$ cat src/hdl/ucmd_pkg.sv
// Shared types, constants and character helpers of the UART motor and servo command decoder.
package ucmd_pkg;

	// Line collection
	localparam int LINE_CAPACITY = 63;
	localparam int LEN_W         = $clog2(LINE_CAPACITY + 1);
	localparam int HEAD_DEPTH    = 4;

	// Register reset values
	localparam logic [15:0] MOTOR_FULL_RST = 16'd4799;
	localparam logic [15:0] SERVO_LOW_RST  = 16'd1655;
	localparam logic [15:0] SERVO_HIGH_RST = 16'd8275;

	// Register indexes
	localparam logic [1:0] CFG_MOTOR_FULL = 2'd0;
	localparam logic [1:0] CFG_SERVO_LOW  = 2'd1;
	localparam logic [1:0] CFG_SERVO_HIGH = 2'd2;

	// Characters
	localparam logic [7:0] CHAR_CR  = 8'h0D;
	localparam logic [7:0] CHAR_LF  = 8'h0A;
	localparam logic [7:0] CHAR_M   = 8'h4D;
	localparam logic [7:0] CHAR_S   = 8'h53;
	localparam logic [7:0] CHAR_ONE = 8'h31;
	localparam logic [7:0] CHAR_TWO = 8'h32;

	// Duty limit
	localparam logic signed [7:0] DUTY_MAX = 8'sd100;
	localparam logic signed [7:0] DUTY_MIN = -8'sd100;

	// Arithmetic widths. A product is at most 100 * 65535, which fits in 23 bits
	// of magnitude. Division by 100 is done as a shift by two followed by an
	// exact reciprocal multiply for division by 25 on a 21-bit value.
	localparam int PROD_W    = 25;
	localparam int MAG_W     = 23;
	localparam int DIV_IN_W  = MAG_W - 2;
	localparam int RECIP_W   = 22;
	localparam int DIV_SHIFT = 26;
	localparam int RPROD_W   = DIV_IN_W + RECIP_W;
	localparam logic [RECIP_W-1:0] DIV_RECIP = 22'd2684355;

	typedef enum logic [2:0] {
		ST_MOTOR_SET = 3'd0,
		ST_SERVO_SET = 3'd1,
		ST_BAD_MOTOR = 3'd2,
		ST_BAD_SERVO = 3'd3,
		ST_INVALID   = 3'd4
	} status_t;

	typedef struct packed {
		status_t           status;
		logic [1:0]        unit;
		logic signed [7:0] duty;
	} cmd_t;

	// Bit 4 flags a valid hex digit, bits 3:0 hold its value.
	function automatic logic [4:0] hex_digit(input logic [7:0] c);
		logic [7:0] d;
		logic [4:0] r;
		begin
			d = 8'h00;
			r = 5'd0;
			if (c >= 8'h30 && c <= 8'h39) begin
				d = c - 8'h30;
				r = {1'b1, d[3:0]};
			end else if (c >= 8'h41 && c <= 8'h46) begin
				d = c - 8'h37;
				r = {1'b1, d[3:0]};
			end else if (c >= 8'h61 && c <= 8'h66) begin
				d = c - 8'h57;
				r = {1'b1, d[3:0]};
			end
			return r;
		end
	endfunction

	// Space, tab, vertical tab and form feed.
	function automatic logic is_blank(input logic [7:0] c);
		return c == 8'h20 || c == 8'h09 || c == 8'h0B || c == 8'h0C;
	endfunction

	// Two characters of hex, read as a signed byte and clamped to the duty range.
	function automatic logic signed [7:0] parse_duty(input logic [7:0] a, input logic [7:0] b);
		logic [4:0]        ha;
		logic [4:0]        hb;
		logic [7:0]        v;
		logic signed [7:0] s;
		begin
			ha = hex_digit(a);
			hb = hex_digit(b);
			v  = 8'h00;
			if (is_blank(a)) begin
				if (hb[4]) v = {4'h0, hb[3:0]};
			end else if (ha[4]) begin
				if (hb[4]) v = {ha[3:0], hb[3:0]};
				else       v = {4'h0, ha[3:0]};
			end
			s = $signed(v);
			if (s > DUTY_MAX)      s = DUTY_MAX;
			else if (s < DUTY_MIN) s = DUTY_MIN;
			return s;
		end
	endfunction

endpackage

$ cat src/hdl/ucmd_line.sv
// Line collector and command decoder, ending in the first pipeline register.
module ucmd_line (
	input  logic                clk,
	input  logic                arst_n,
	input  logic                accept,
	input  logic [7:0]          rx_byte,
	output logic                is_term,
	output ucmd_pkg::cmd_t      cmd_s1
);

	logic [ucmd_pkg::LEN_W-1:0] len_q;
	logic [7:0]                 head_q [ucmd_pkg::HEAD_DEPTH];
	logic                       load;
	logic                       store;
	logic                       is_motor;
	ucmd_pkg::cmd_t             cmd_d;

	assign is_term = rx_byte == ucmd_pkg::CHAR_CR || rx_byte == ucmd_pkg::CHAR_LF;
	assign load    = accept && is_term;
	assign store   = accept && !is_term &&
			len_q < ucmd_pkg::LEN_W'(ucmd_pkg::LINE_CAPACITY);

	always_ff @(posedge clk or negedge arst_n) begin
		if (!arst_n) begin
			len_q <= '0;
		end else if (load) begin
			len_q <= '0;
		end else if (store) begin
			len_q <= len_q + ucmd_pkg::LEN_W'(1);
		end
	end

	// Only the first four characters of a line are kept.
	always_ff @(posedge clk) begin
		if (store && len_q < ucmd_pkg::LEN_W'(ucmd_pkg::HEAD_DEPTH)) begin
			head_q[len_q[1:0]] <= rx_byte;
		end
	end

	always_comb begin
		cmd_d.status = ucmd_pkg::ST_INVALID;
		cmd_d.unit   = 2'd0;
		cmd_d.duty   = 8'sd0;
		is_motor     = head_q[0] == ucmd_pkg::CHAR_M;
		if (len_q >= ucmd_pkg::LEN_W'(ucmd_pkg::HEAD_DEPTH) &&
				(is_motor || head_q[0] == ucmd_pkg::CHAR_S)) begin
			if (head_q[1] != ucmd_pkg::CHAR_ONE && head_q[1] != ucmd_pkg::CHAR_TWO) begin
				cmd_d.status = is_motor ? ucmd_pkg::ST_BAD_MOTOR : ucmd_pkg::ST_BAD_SERVO;
			end else begin
				cmd_d.status = is_motor ? ucmd_pkg::ST_MOTOR_SET : ucmd_pkg::ST_SERVO_SET;
				cmd_d.unit   = (head_q[1] == ucmd_pkg::CHAR_ONE) ? 2'd1 : 2'd2;
				cmd_d.duty   = ucmd_pkg::parse_duty(head_q[2], head_q[3]);
			end
		end
	end

	always_ff @(posedge clk) begin
		if (load) begin
			cmd_s1 <= cmd_d;
		end
	end

endmodule

$ cat src/hdl/ucmd_mul.sv
// Scaling multiplier stage: duty times motor full scale or servo span.
module ucmd_mul (
	input  logic                                clk,
	input  logic                                load,
	input  ucmd_pkg::cmd_t                      cmd_s1,
	input  logic [15:0]                         motor_full,
	input  logic [15:0]                         servo_low,
	input  logic [15:0]                         servo_high,
	output ucmd_pkg::cmd_t                      cmd_s2,
	output logic signed [ucmd_pkg::PROD_W-1:0]  prod_s2
);

	logic               is_motor;
	logic signed [7:0]  op_a;
	logic signed [16:0] op_b;

	// The motor uses the duty magnitude, the servo the signed duty and span.
	always_comb begin
		is_motor = cmd_s1.status == ucmd_pkg::ST_MOTOR_SET;
		if (is_motor) begin
			op_a = cmd_s1.duty[7] ? -cmd_s1.duty : cmd_s1.duty;
			op_b = $signed({1'b0, motor_full});
		end else begin
			op_a = cmd_s1.duty;
			op_b = $signed({1'b0, servo_high}) - $signed({1'b0, servo_low});
		end
	end

	always_ff @(posedge clk) begin
		if (load) begin
			cmd_s2  <= cmd_s1;
			prod_s2 <= op_a * op_b;
		end
	end

endmodule

$ cat src/hdl/ucmd_div.sv
// Division by 100, truncated toward zero, through a reciprocal multiply.
module ucmd_div (
	input  logic                                clk,
	input  logic                                load,
	input  ucmd_pkg::cmd_t                      cmd_s2,
	input  logic signed [ucmd_pkg::PROD_W-1:0]  prod_s2,
	output ucmd_pkg::cmd_t                      cmd_s3,
	output logic [15:0]                         quot_s3,
	output logic                                neg_s3
);

	logic signed [ucmd_pkg::PROD_W-1:0] abs_val;
	logic [ucmd_pkg::DIV_IN_W-1:0]      div_in;
	logic [ucmd_pkg::RPROD_W-1:0]       recip_prod;

	// Magnitude divided by 4, then by 25 with an exact reciprocal.
	always_comb begin
		abs_val    = prod_s2[ucmd_pkg::PROD_W-1] ? -prod_s2 : prod_s2;
		div_in     = abs_val[ucmd_pkg::MAG_W-1:2];
		recip_prod = ucmd_pkg::RPROD_W'(div_in) * ucmd_pkg::RPROD_W'(ucmd_pkg::DIV_RECIP);
	end

	always_ff @(posedge clk) begin
		if (load) begin
			cmd_s3  <= cmd_s2;
			quot_s3 <= recip_prod[ucmd_pkg::DIV_SHIFT +: 16];
			neg_s3  <= prod_s2[ucmd_pkg::PROD_W-1];
		end
	end

endmodule

$ cat src/hdl/uart_motor_servo_command_decoder.sv
// Top level of the UART motor and servo command decoder.
//
//  Channel   Signals                                  Direction  Transfer when
//  --------  ---------------------------------------  ---------  -----------------------
//  input     in_valid, in_stall, rx_byte               in         in_valid && !in_stall
//  result    out_valid, out_stall, status .. pulses    out        out_valid && !out_stall
//  config    cfg_valid, cfg_ready, cfg_index, cfg_data in         cfg_valid && cfg_ready
//
// One byte can be taken in every cycle while in_stall is low. Ordinary
// characters only update the line state; a CR or LF launches one result
// down a four-register pipeline (decode, scaling multiply, divide-by-100
// multiply, output register). Reset restores the three registers to their
// defaults, empties the line and the pipeline. A stall on the result side
// holds the output register while the stages behind it keep filling;
// in_stall rises only once every stage is occupied. Configuration writes
// are always taken at once.
module uart_motor_servo_command_decoder (
	input  logic              clk,
	input  logic              arst_n,
	input  logic              in_valid,
	output logic              in_stall,
	input  logic [7:0]        rx_byte,
	output logic              out_valid,
	input  logic              out_stall,
	output logic [2:0]        status,
	output logic [1:0]        unit,
	output logic signed [7:0] duty,
	output logic [15:0]       forward_pulse,
	output logic [15:0]       reverse_pulse,
	output logic [15:0]       servo_pulse,
	output logic              servo_pulse_negative,
	input  logic              cfg_valid,
	output logic              cfg_ready,
	input  logic [1:0]        cfg_index,
	input  logic [15:0]       cfg_data
);

	// Configuration registers.
	logic [15:0] motor_full_q;
	logic [15:0] servo_low_q;
	logic [15:0] servo_high_q;

	// Pipeline occupancy and flow control.
	logic v_s1;
	logic v_s2;
	logic v_s3;
	logic out_valid_q;
	logic rdy_out;
	logic rdy_s3;
	logic rdy_s2;
	logic rdy_s1;
	logic accept;
	logic is_term;

	// Stage payloads.
	ucmd_pkg::cmd_t                     cmd_s1;
	ucmd_pkg::cmd_t                     cmd_s2;
	ucmd_pkg::cmd_t                     cmd_s3;
	logic signed [ucmd_pkg::PROD_W-1:0] prod_s2;
	logic [15:0]                        quot_s3;
	logic                               neg_s3;

	// Final shaping of the result.
	logic signed [16:0] signed_quot;
	logic signed [17:0] servo_val;
	logic               servo_neg;
	logic [15:0]        servo_sat;
	logic               duty_nonneg;
	logic [15:0]        fwd_d;
	logic [15:0]        rev_d;
	logic [15:0]        spulse_d;
	logic               sneg_d;

	// Output register.
	ucmd_pkg::status_t  status_q;
	logic [1:0]         unit_q;
	logic signed [7:0]  duty_q;
	logic [15:0]        fwd_q;
	logic [15:0]        rev_q;
	logic [15:0]        spulse_q;
	logic               sneg_q;

	// Register writes are taken in any cycle; the index beyond the last
	// register is simply ignored.
	assign cfg_ready = 1'b1;

	always_ff @(posedge clk or negedge arst_n) begin
		if (!arst_n) begin
			motor_full_q <= ucmd_pkg::MOTOR_FULL_RST;
			servo_low_q  <= ucmd_pkg::SERVO_LOW_RST;
			servo_high_q <= ucmd_pkg::SERVO_HIGH_RST;
		end else if (cfg_valid && cfg_ready) begin
			unique case (cfg_index)
				ucmd_pkg::CFG_MOTOR_FULL: motor_full_q <= cfg_data;
				ucmd_pkg::CFG_SERVO_LOW:  servo_low_q  <= cfg_data;
				ucmd_pkg::CFG_SERVO_HIGH: servo_high_q <= cfg_data;
				default: ;
			endcase
		end
	end

	// Each stage moves on when the stage ahead is empty or moving too.
	assign rdy_out  = !out_valid_q || !out_stall;
	assign rdy_s3   = !v_s3 || rdy_out;
	assign rdy_s2   = !v_s2 || rdy_s3;
	assign rdy_s1   = !v_s1 || rdy_s2;
	assign in_stall = !rdy_s1;
	assign accept   = in_valid && rdy_s1;

	always_ff @(posedge clk or negedge arst_n) begin
		if (!arst_n) begin
			v_s1        <= 1'b0;
			v_s2        <= 1'b0;
			v_s3        <= 1'b0;
			out_valid_q <= 1'b0;
		end else begin
			v_s1        <= (accept && is_term) || (v_s1 && !rdy_s2);
			v_s2        <= (v_s1 && rdy_s2) || (v_s2 && !rdy_s3);
			v_s3        <= (v_s2 && rdy_s3) || (v_s3 && !rdy_out);
			out_valid_q <= (v_s3 && rdy_out) || (out_valid_q && out_stall);
		end
	end

	ucmd_line u_line (
		.clk     (clk),
		.arst_n  (arst_n),
		.accept  (accept),
		.rx_byte (rx_byte),
		.is_term (is_term),
		.cmd_s1  (cmd_s1)
	);

	ucmd_mul u_mul (
		.clk        (clk),
		.load       (v_s1 && rdy_s2),
		.cmd_s1     (cmd_s1),
		.motor_full (motor_full_q),
		.servo_low  (servo_low_q),
		.servo_high (servo_high_q),
		.cmd_s2     (cmd_s2),
		.prod_s2    (prod_s2)
	);

	ucmd_div u_div (
		.clk     (clk),
		.load    (v_s2 && rdy_s3),
		.cmd_s2  (cmd_s2),
		.prod_s2 (prod_s2),
		.cmd_s3  (cmd_s3),
		.quot_s3 (quot_s3),
		.neg_s3  (neg_s3)
	);

	// The motor pulse goes to one side by the sign of the duty. The servo
	// pulse adds the low end back in; a result below zero raises the flag
	// and one above the 16-bit range saturates. Only servo unit 1 drives a
	// pulse, and only for a non-negative duty.
	always_comb begin
		signed_quot = neg_s3 ? -$signed({1'b0, quot_s3}) : $signed({1'b0, quot_s3});
		servo_val   = $signed({signed_quot[16], signed_quot}) + $signed({2'b00, servo_low_q});
		servo_neg   = servo_val[17];
		servo_sat   = servo_val[16] ? 16'hFFFF : servo_val[15:0];
		duty_nonneg = !cmd_s3.duty[7];
		fwd_d       = 16'd0;
		rev_d       = 16'd0;
		spulse_d    = 16'd0;
		sneg_d      = 1'b0;
		unique case (cmd_s3.status)
			ucmd_pkg::ST_MOTOR_SET: begin
				if (duty_nonneg) fwd_d = quot_s3;
				else             rev_d = quot_s3;
			end
			ucmd_pkg::ST_SERVO_SET: begin
				sneg_d = servo_neg;
				if (cmd_s3.unit == 2'd1 && duty_nonneg && !servo_neg) spulse_d = servo_sat;
			end
			default: ;
		endcase
	end

	always_ff @(posedge clk) begin
		if (v_s3 && rdy_out) begin
			status_q <= cmd_s3.status;
			unit_q   <= cmd_s3.unit;
			duty_q   <= cmd_s3.duty;
			fwd_q    <= fwd_d;
			rev_q    <= rev_d;
			spulse_q <= spulse_d;
			sneg_q   <= sneg_d;
		end
	end

	assign out_valid            = out_valid_q;
	assign status               = status_q;
	assign unit                 = unit_q;
	assign duty                 = duty_q;
	assign forward_pulse        = fwd_q;
	assign reverse_pulse        = rev_q;
	assign servo_pulse          = spulse_q;
	assign servo_pulse_negative = sneg_q;

`ifndef ASSERT_OFF
	// A terminator transfer always starts a result in the decode stage.
	a_term_launches: assert property (@(posedge clk) disable iff (!arst_n)
		(in_valid && !in_stall && is_term) |=> v_s1)
		else $error("terminator transfer did not load the decode stage");

	// A motor result never drives both sides of the bridge.
	a_one_side: assert property (@(posedge clk) disable iff (!arst_n)
		out_valid |-> (forward_pulse == 16'd0 || reverse_pulse == 16'd0))
		else $error("forward and reverse pulses both nonzero");

	// Error results carry no unit, duty or pulse.
	a_error_clean: assert property (@(posedge clk) disable iff (!arst_n)
		(out_valid && (status == ucmd_pkg::ST_BAD_MOTOR || status == ucmd_pkg::ST_BAD_SERVO
			|| status == ucmd_pkg::ST_INVALID)) |->
		(unit == 2'd0 && duty == 8'sd0 && forward_pulse == 16'd0 && reverse_pulse == 16'd0
			&& servo_pulse == 16'd0 && !servo_pulse_negative))
		else $error("error result carries payload");

	// A motor result leaves the servo outputs at rest.
	a_motor_no_servo: assert property (@(posedge clk) disable iff (!arst_n)
		(out_valid && status == ucmd_pkg::ST_MOTOR_SET) |->
		(servo_pulse == 16'd0 && !servo_pulse_negative))
		else $error("motor result drives servo outputs");
`endif

endmodule

$ cat config.mk
export PLATFORM = sky130hd
export DESIGN_NAME = uart_motor_servo_command_decoder
export DESIGN_NICKNAME = d
export VERILOG_FILES = /design/src/hdl/ucmd_pkg.sv /design/src/hdl/ucmd_line.sv /design/src/hdl/ucmd_mul.sv /design/src/hdl/ucmd_div.sv /design/src/hdl/uart_motor_servo_command_decoder.sv
export SDC_FILE = /design/constraint.sdc
export NUM_CORES = 1
export LEC_CHECK = 0
export ABC_AREA = 1
export BUFFER_PORTS_ARGS = -buffer_cell sky130_fd_sc_hd__buf_2
export CORE_UTILIZATION = 55
export CTS_BUF_LIST = sky130_fd_sc_hd__clkbuf_8
export CTS_CLUSTER_DIAMETER = 120
export DETAILED_ROUTE_END_ITERATION = 7
export PLACE_DENSITY_LB_ADDON = 0.08
export REMOVE_ABC_BUFFERS = 1
export SYNTH_ARGS = -nofsm -noshare
export SYNTH_HDL_FRONTEND = slang
export SYNTH_SLANG_ARGS = --single-unit
$ cat constraint.sdc
create_clock -name clk -period 7.6 [get_ports clk]
set_input_delay 1.52 -clock clk [delete_from_list [all_inputs] [get_ports clk]]
set_output_delay 1.52 -clock clk [all_outputs]
set_load 0.1 [all_outputs]
* After elaboration in Yosys (flattened, before gate mapping) *
Memory sizes are Yosys's and may differ from the RTL's.
Index checks and enable logic that the tools add are counted.

cells by class
  add/sub/neg operators = 12
  $mul = 2
  $lt $le $gt $ge = 17
  eq/ne operators = 15
  muxes and demuxes = 32
  bitwise logic cells = 2
  reductions and logical operators = 60

operators with widths
  cell                                                                              count
  8-bit 2-to-1 mux                                                                  8
  5-bit 2-to-1 mux                                                                  10
  21-bit by 22-bit multiplier with 42-bit output, second input constant             1
  8-bit by 4-bit == test with 1-bit output, second input constant                   5
  17-bit 2-to-1 mux                                                                 2
  8-bit by 7-bit >= comparator with 1-bit output, second input constant             4
  8-bit by 7-bit less-or-equal comparator with 1-bit output, second input constant  4
  8-bit by 17-bit multiplier with 25-bit output                                     1
  23-bit 2-to-1 mux                                                                 1
  23-bit negator                                                                    1
  1-bit logical AND                                                                 22
  17-bit by 17-bit adder with 18-bit output                                         1
  16-bit negator with 17-bit output                                                 1
  16-bit by 16-bit subtractor with 17-bit output                                    1
  8-bit by 6-bit == test with 1-bit output, second input constant                   2
  8-bit by 7-bit == test with 1-bit output, second input constant                   2
  8-bit by 6-bit >= comparator with 1-bit output, second input constant             2
  8-bit by 6-bit less-or-equal comparator with 1-bit output, second input constant  2
  16-bit 2-to-1 mux                                                                 1
  8-bit by 6-bit != test with 1-bit output, second input constant                   2
  4-bit by 3-bit subtractor with 4-bit output, second input constant                4
  1-bit logical OR                                                                  13
  1-bit zero test                                                                   12
  6-bit 2-to-1 mux                                                                  2
  other kinds (24)                                                                  36

storage, ports and cells
  register bits = 201
  RAM bits = 32
  bits of input ports = 31
  output and inout bits = 65
  word-level logic and storage cells = 170
  memories kept = 1

memories
  name           words  width  read ports  clocked after Yosys merged registers in  write ports  line             text
  u_line.head_q  4      8      4           0                                        1            ucmd_line.sv:12  logic [7:0] head_q [ucmd_pkg::HEAD_DEPTH];

* Depth between registers and ports, before layout *
An unclocked memory read counts as a cell.

  word-level depth = 16
  depth in mapped cells = 36
  depth with buffers taken out = 36

* Hierarchy *
A second synthesis with hierarchy kept.

second synthesis, totals
  cells, all modules = 3185
  area, all modules = 26314.0 um^2

modules (own cells, without submodules)
  module                            instances  cells each  area an instance (um^2)  seq. area each (um^2)
  ucmd_div                          1          1312        10548.9                  900.9
  ucmd_mul                          1          989         7516.0                   1141.1
  uart_motor_servo_command_decoder  1          614         5596.6                   3190.6
  ucmd_line                         1          270         2652.5                   1501.4

* Worst setup path after synthesis *
Ideal clock, no wire load.

  kind = reg-to-reg
  from = reg u_mul.prod_s2[24] in the netlist's numbering
  to = reg u_div.quot_s3[10] (data pin)
  library setup time = 0.259 ns
  arrival time = 6.544 ns
  required time = 7.341 ns
  path slack = 0.797 ns
  stages on the path, launching flop included = 26
  path buffers = 2
  clock period less this slack = 6.803 ns
  cell sequence = edfxtp_1 > clkbuf_1 > clkbuf_1 > nand2_1 > xor2_1 > fa_1 > fa_1 > inv_1 > fa_1 > inv_1 > fa_1 > fa_1 > inv_1 > fa_1 > inv_1 > fa_1 > inv_1 > ha_1 > a21o_1 > a21oi_1 > o21ai_0 > a21oi_1 > nand2_1 > nand2_1 > nand2_1 > xor2_1

on the way
  word-level cells in the longest chain between the ends = 2

RTL lines
  what                                            line            text
  from (decl)                                     ucmd_mul.sv:10  output logic signed [ucmd_pkg::PROD_W-1:0] prod_s2
  from (signal assigned)                          ucmd_mul.sv:32  prod_s2 <= op_a * op_b;
  23-bit 2-to-1 mux                               ucmd_div.sv:18  abs_val = prod_s2[ucmd_pkg::PROD_W-1] ? -prod_s2 : prod_s2;
  21-bit by 22-bit multiplier with 42-bit output  ucmd_div.sv:20  recip_prod = ucmd_pkg::RPROD_W'(div_in) * ucmd_pkg::RPROD_W'(ucmd_pkg::DIV_RECIP);
  via u_div.recip_prod, one bit                   ucmd_div.sv:14  logic [ucmd_pkg::RPROD_W-1:0] recip_prod;
  to (signal assigned)                            ucmd_div.sv:26  quot_s3 <= recip_prod[ucmd_pkg::DIV_SHIFT +: 16];
  to (decl)                                       ucmd_div.sv:8   output logic [15:0] quot_s3,

The timed path passes the listed nets, and every way through them passes these cells.
A chain may end at the register's enable or synchronous reset.

* Worst setup path after layout *
  from = reg u_mul.prod_s2[5] in the netlist's numbering
  to = reg u_div.quot_s3[14] (data pin)

on the way
  word-level cells in the longest chain between the ends = 3

RTL lines
  what                                                line
  23-bit negator                                      ucmd_div.sv:18
  23-bit 2-to-1 mux (*)                               ucmd_div.sv:18
  21-bit by 22-bit multiplier with 42-bit output (*)  ucmd_div.sv:20
  via u_div.recip_prod, one bit                       ucmd_div.sv:14

The timed path passes the listed nets; every way through them passes the cells marked *.

==> run_results.csv <==
group,metric,value,unit
run_status,status,"finished clean",
grt,antenna_found_initial,1,
clock_tree,cts_setup_buffers,0,
worst_setup_path,rr_endpoint,"u_div.quot_s3[14]",
detailed_routing,drt_iter0_drc,1206,
yosys,synth_cell_types,55,
place,dp_hpwl,51.2,mm
worst_setup_path,crit_buf_inv,3,
yosys,syn_inst,2744,
place,io_buffers,94,
timing,setup_viol,0,
floorplanning,core,0.0435,mm^2
worst_setup_path,r2r_start,"u_mul.prod_s2[5]",
yosys,synth_top_area_cell,"fa_1",
layout,layout_commonest_cell,"inv_1",
yosys,syn_area_per_cell,8.89,um^2
clock_tree,cts.sinks,232,
timing,finalClockSkew,0.0308,ns
min_path,min_from,"u_mul.cmd_s2[8]",
detailed_routing,avgRoutedWirePerCell,17.3,um
grt,gr-total-overflow,0,
floorplanning,floorplan.initialDensity,56.1,%
worst_setup_path,path_depth,29,
flow_run,maxCapViolations,0,
layout,final_cell_mix,"inv_1 (641), nand2_1 (407), ha_1 (295)",
layout,fillers,3970,
timing,relSlewSlack,21.2,%
floorplanning,die_area,0.0452,mm^2
worst_setup_path,crit_path_top_delay_cell,"fa_2",
layout,drive_gt1_share,8.64,%
timing,setup_slack,0.489,ns
timing,whs,0.417,ns
place,dpl_worst_slack,0.217,ns
timing,layout_min_cycle_time,7.11,ns
timing,max_freq,141,MHz
clock_tree,h-tree-depth,2,
clock_tree,cts_root_buffer,"clkbuf_8",
floorplanning,rows,76,
detailed_routing,viasPerCell,5.24,
clock_tree,cts.reportedPaths.clkPinSlew,0.06,ns
floorplanning,die_y,213,um
min_path,hold_depth,0,
timing,fin_crit_sh,93.6,%
pwr,ir_drop,0.121,mV
worst_setup_path,crit_fanout,5,
worst_setup_path,slowest_delay,0.64,ns
worst_setup_path,cp-start-kind,"register",
detailed_routing,drc,0,
yosys,synth-edff-count,174,
clock_tree,cts_buffer_depth,3,
yosys,ys_seq_area_share,27.5,%
timing,rsz0062_at_grt,"false",
timing,tightestPinTransition,1.18,ns
layout,design_area,0.0267,mm^2
detailed_routing,dr.pass1.iters,5,
worst_setup_path,cp_data_required_time,7.92,ns
grt,grt_pass1_vias,18600,
worst_setup_path,cpMostUsedCell,"nand2_1",
worst_setup_path,r2r.worst_path.cells,29,
grt,grt_pass1_wl,96.8,mm
min_path,hold_class,"register to register",
yosys,netlist_area,0.0244,mm^2
detailed_routing,final_antenna_net_count,0,
pwr,leakage,0.0135,uW
timing,hold_viol,0,
place,place_area,0.0257,mm^2
layout,areaGrowthSynthToFinish,9.23,%
yosys,synth_ff_type,"edfxtp_1",
clock_tree,cts_buffers,43,
worst_setup_path,worst_setup_path_end_kind,"register",
worst_setup_path,worstSetupPathType,"register to register",
pwr,power_density,189,mW/mm^2
min_path,holdPathEnd,"u_div.cmd_s3[8]",
worst_setup_path,crit_family,"adder cells",
yosys,synthArstFlopShare,25.0,%
worst_setup_path,rrSetupSlack,0.49,ns
floorplanning,die_x,213,um
detailed_routing,dr_total_vias,18400,
timing,slew_violations,0,
yosys,synthTopCellsByArea,"fa_1 (22%), edfxtp_1 (21%), ha_1 (15%), inv_1 (9.8%), nand2_1 (6.3%)",
yosys,synth_top_area_share,21.7,%
detailed_routing,wl,60.6,mm
worst_setup_path,arrival,7.43,ns
grt,grtUsageTotal,28.1,%
clock_tree,cts_tree,"built",
timing,setup_tns,0,ns
floorplanning,io_pins,96,
yosys,yosysWarnings,0,
yosys,synth_seq_cells,232,
grt,grt_max_degree,63,
clock_tree,clk_latency,0.60,ns
layout,nNetsFinal,3470,
place,gp_congestion,0.945,
## through the flow
step	power, uW	std cells	utilization, %
floorplan	3100	2715	-
global placement	3730	3419	59.1
detailed placement	3750	3419	59.1
CTS	5070	3499	61.2
global route	5430	3501	61.3
finish	5040	3501	61.3
## worst max path at each step
stage | from | endpoint | slack [ns]
floorplan | u_mul.prod_s2[2] | u_div.quot_s3[10] | 0.85
global placement | u_mul.prod_s2[2] | u_div.quot_s3[12] | 0.28
global route | u_mul.prod_s2[2] | u_div.quot_s3[14] | 0.02
detailed placement | u_mul.prod_s2[2] | u_div.quot_s3[12] | 0.22
CTS | u_mul.prod_s2[2] | u_div.quot_s3[12] | 0.19
finish | u_mul.prod_s2[5] | u_div.quot_s3[14] | 0.49
## state kept, by name, indices dropped and copies added (netlist names)
| name | cells |
|---|---|
| servo_pulse | 16 |
| duty | 8 |
| status | 3 |
| unit | 2 |
| forward_pulse | 16 |
| servo_high_q | 16 |
| v_s2 | 1 |
| u_line.head_q | 32 |
| u_div.cmd_s3 | 13 |
| servo_low_q | 16 |
| u_div.neg_s3 | 1 |
| v_s3 | 1 |
| u_div.quot_s3 | 16 |
| motor_full_q | 16 |
| servo_pulse_negative | 1 |
| v_s1 | 1 |
| out_valid | 1 |
| u_mul.prod_s2 | 24 |
| u_mul.cmd_s2 | 13 |
| u_line.cmd_s1 | 13 |
| reverse_pulse | 16 |
| u_line.len_q | 6 |
## kinds of logic after synthesis
kind of cell	count (synthesis)	synth area share (%)
xor gates and xnor gates	94	3.51
buffers and inverters	669	10.4
and+or+nand+nor	900	15.3
AOI/OAI and AO/OA	289	6.49
other	1	0.0154
DFF	232	27.5
adders and majority gates	559	36.8
## per-layer routing
| layer | share of wire (%) | track usage [%] | vias up | wire [um] |
|---|---|---|---|---|
| li1 | - | - | 8888 | - |
| met1 | 45 | 38.3 | 8933 | 27200 |
| met2 | 48 | 46.6 | 452 | 28800 |
| met3 | 5.0 | 4.31 | 85 | 3040 |
| met4 | 2.6 | 8.16 | 0 | 1560 |
| met5 | 0 | 0 | - | 0 |
## Yosys cell counts (6+ instances only)
cell      count
o21ai_1       8
xnor2_1      19
nor3_1       28
inv_1       634
nand4_1      24
edfxtp_1    174
nand2_1     407
nor4_1       10
dfstp_2      22
a31oi_1       6
clkbuf_1     21
o21a_1        7
xor2_1       72
fa_1        264
nand2_2       7
dfrtp_1      36
o21ai_0     119
a21o_1       17
nor2_1      296
a21oi_1     108
nand3_1      99
ha_1        295
or2_2        11
## cell type report
| class | count | area [um^2] | share of cell area, % |
|---|---|---|---|
| Timing Repair Buffer | 120 | 666 | 2.50 |
| Inverter | 640 | 2400 | 9.01 |
| Clock buffer | 48 | 661 | 2.48 |
| Multi-Input combinational cell | 1843 | 15200 | 57.1 |
| Antenna cell | 1 | 2.50 | 0.00939 |
| Clock inverter | 32 | 262 | 0.981 |
| Tap cell | 585 | 732 | 2.75 |
| Sequential cell | 232 | 6700 | 25.2 |
## report_power, final
part | switching [uW] | internal [uW] | leakage, uW
clock network | 560 | 727 | 0.000506
registers | 62.5 | 1470 | 0.00228
logic | 1450 | 769 | 0.0107
## what timing repair did
item                                    in CTS  in global routing
endpoints found under the setup margin       0                 13
gates resized for setup                      0                 12
hold buffers                                 0                  0
## worst register-to-register path, delay by kind of cell (launching register included)
kind,cells,cell delay [ns]
buf+inv,3,0.24
compound gates,3,0.52
fa+ha+maj,8,3.87
flops,1,0.42
simple gates,15,1.80
Note: power is estimated with default switching activity, not from simulation.
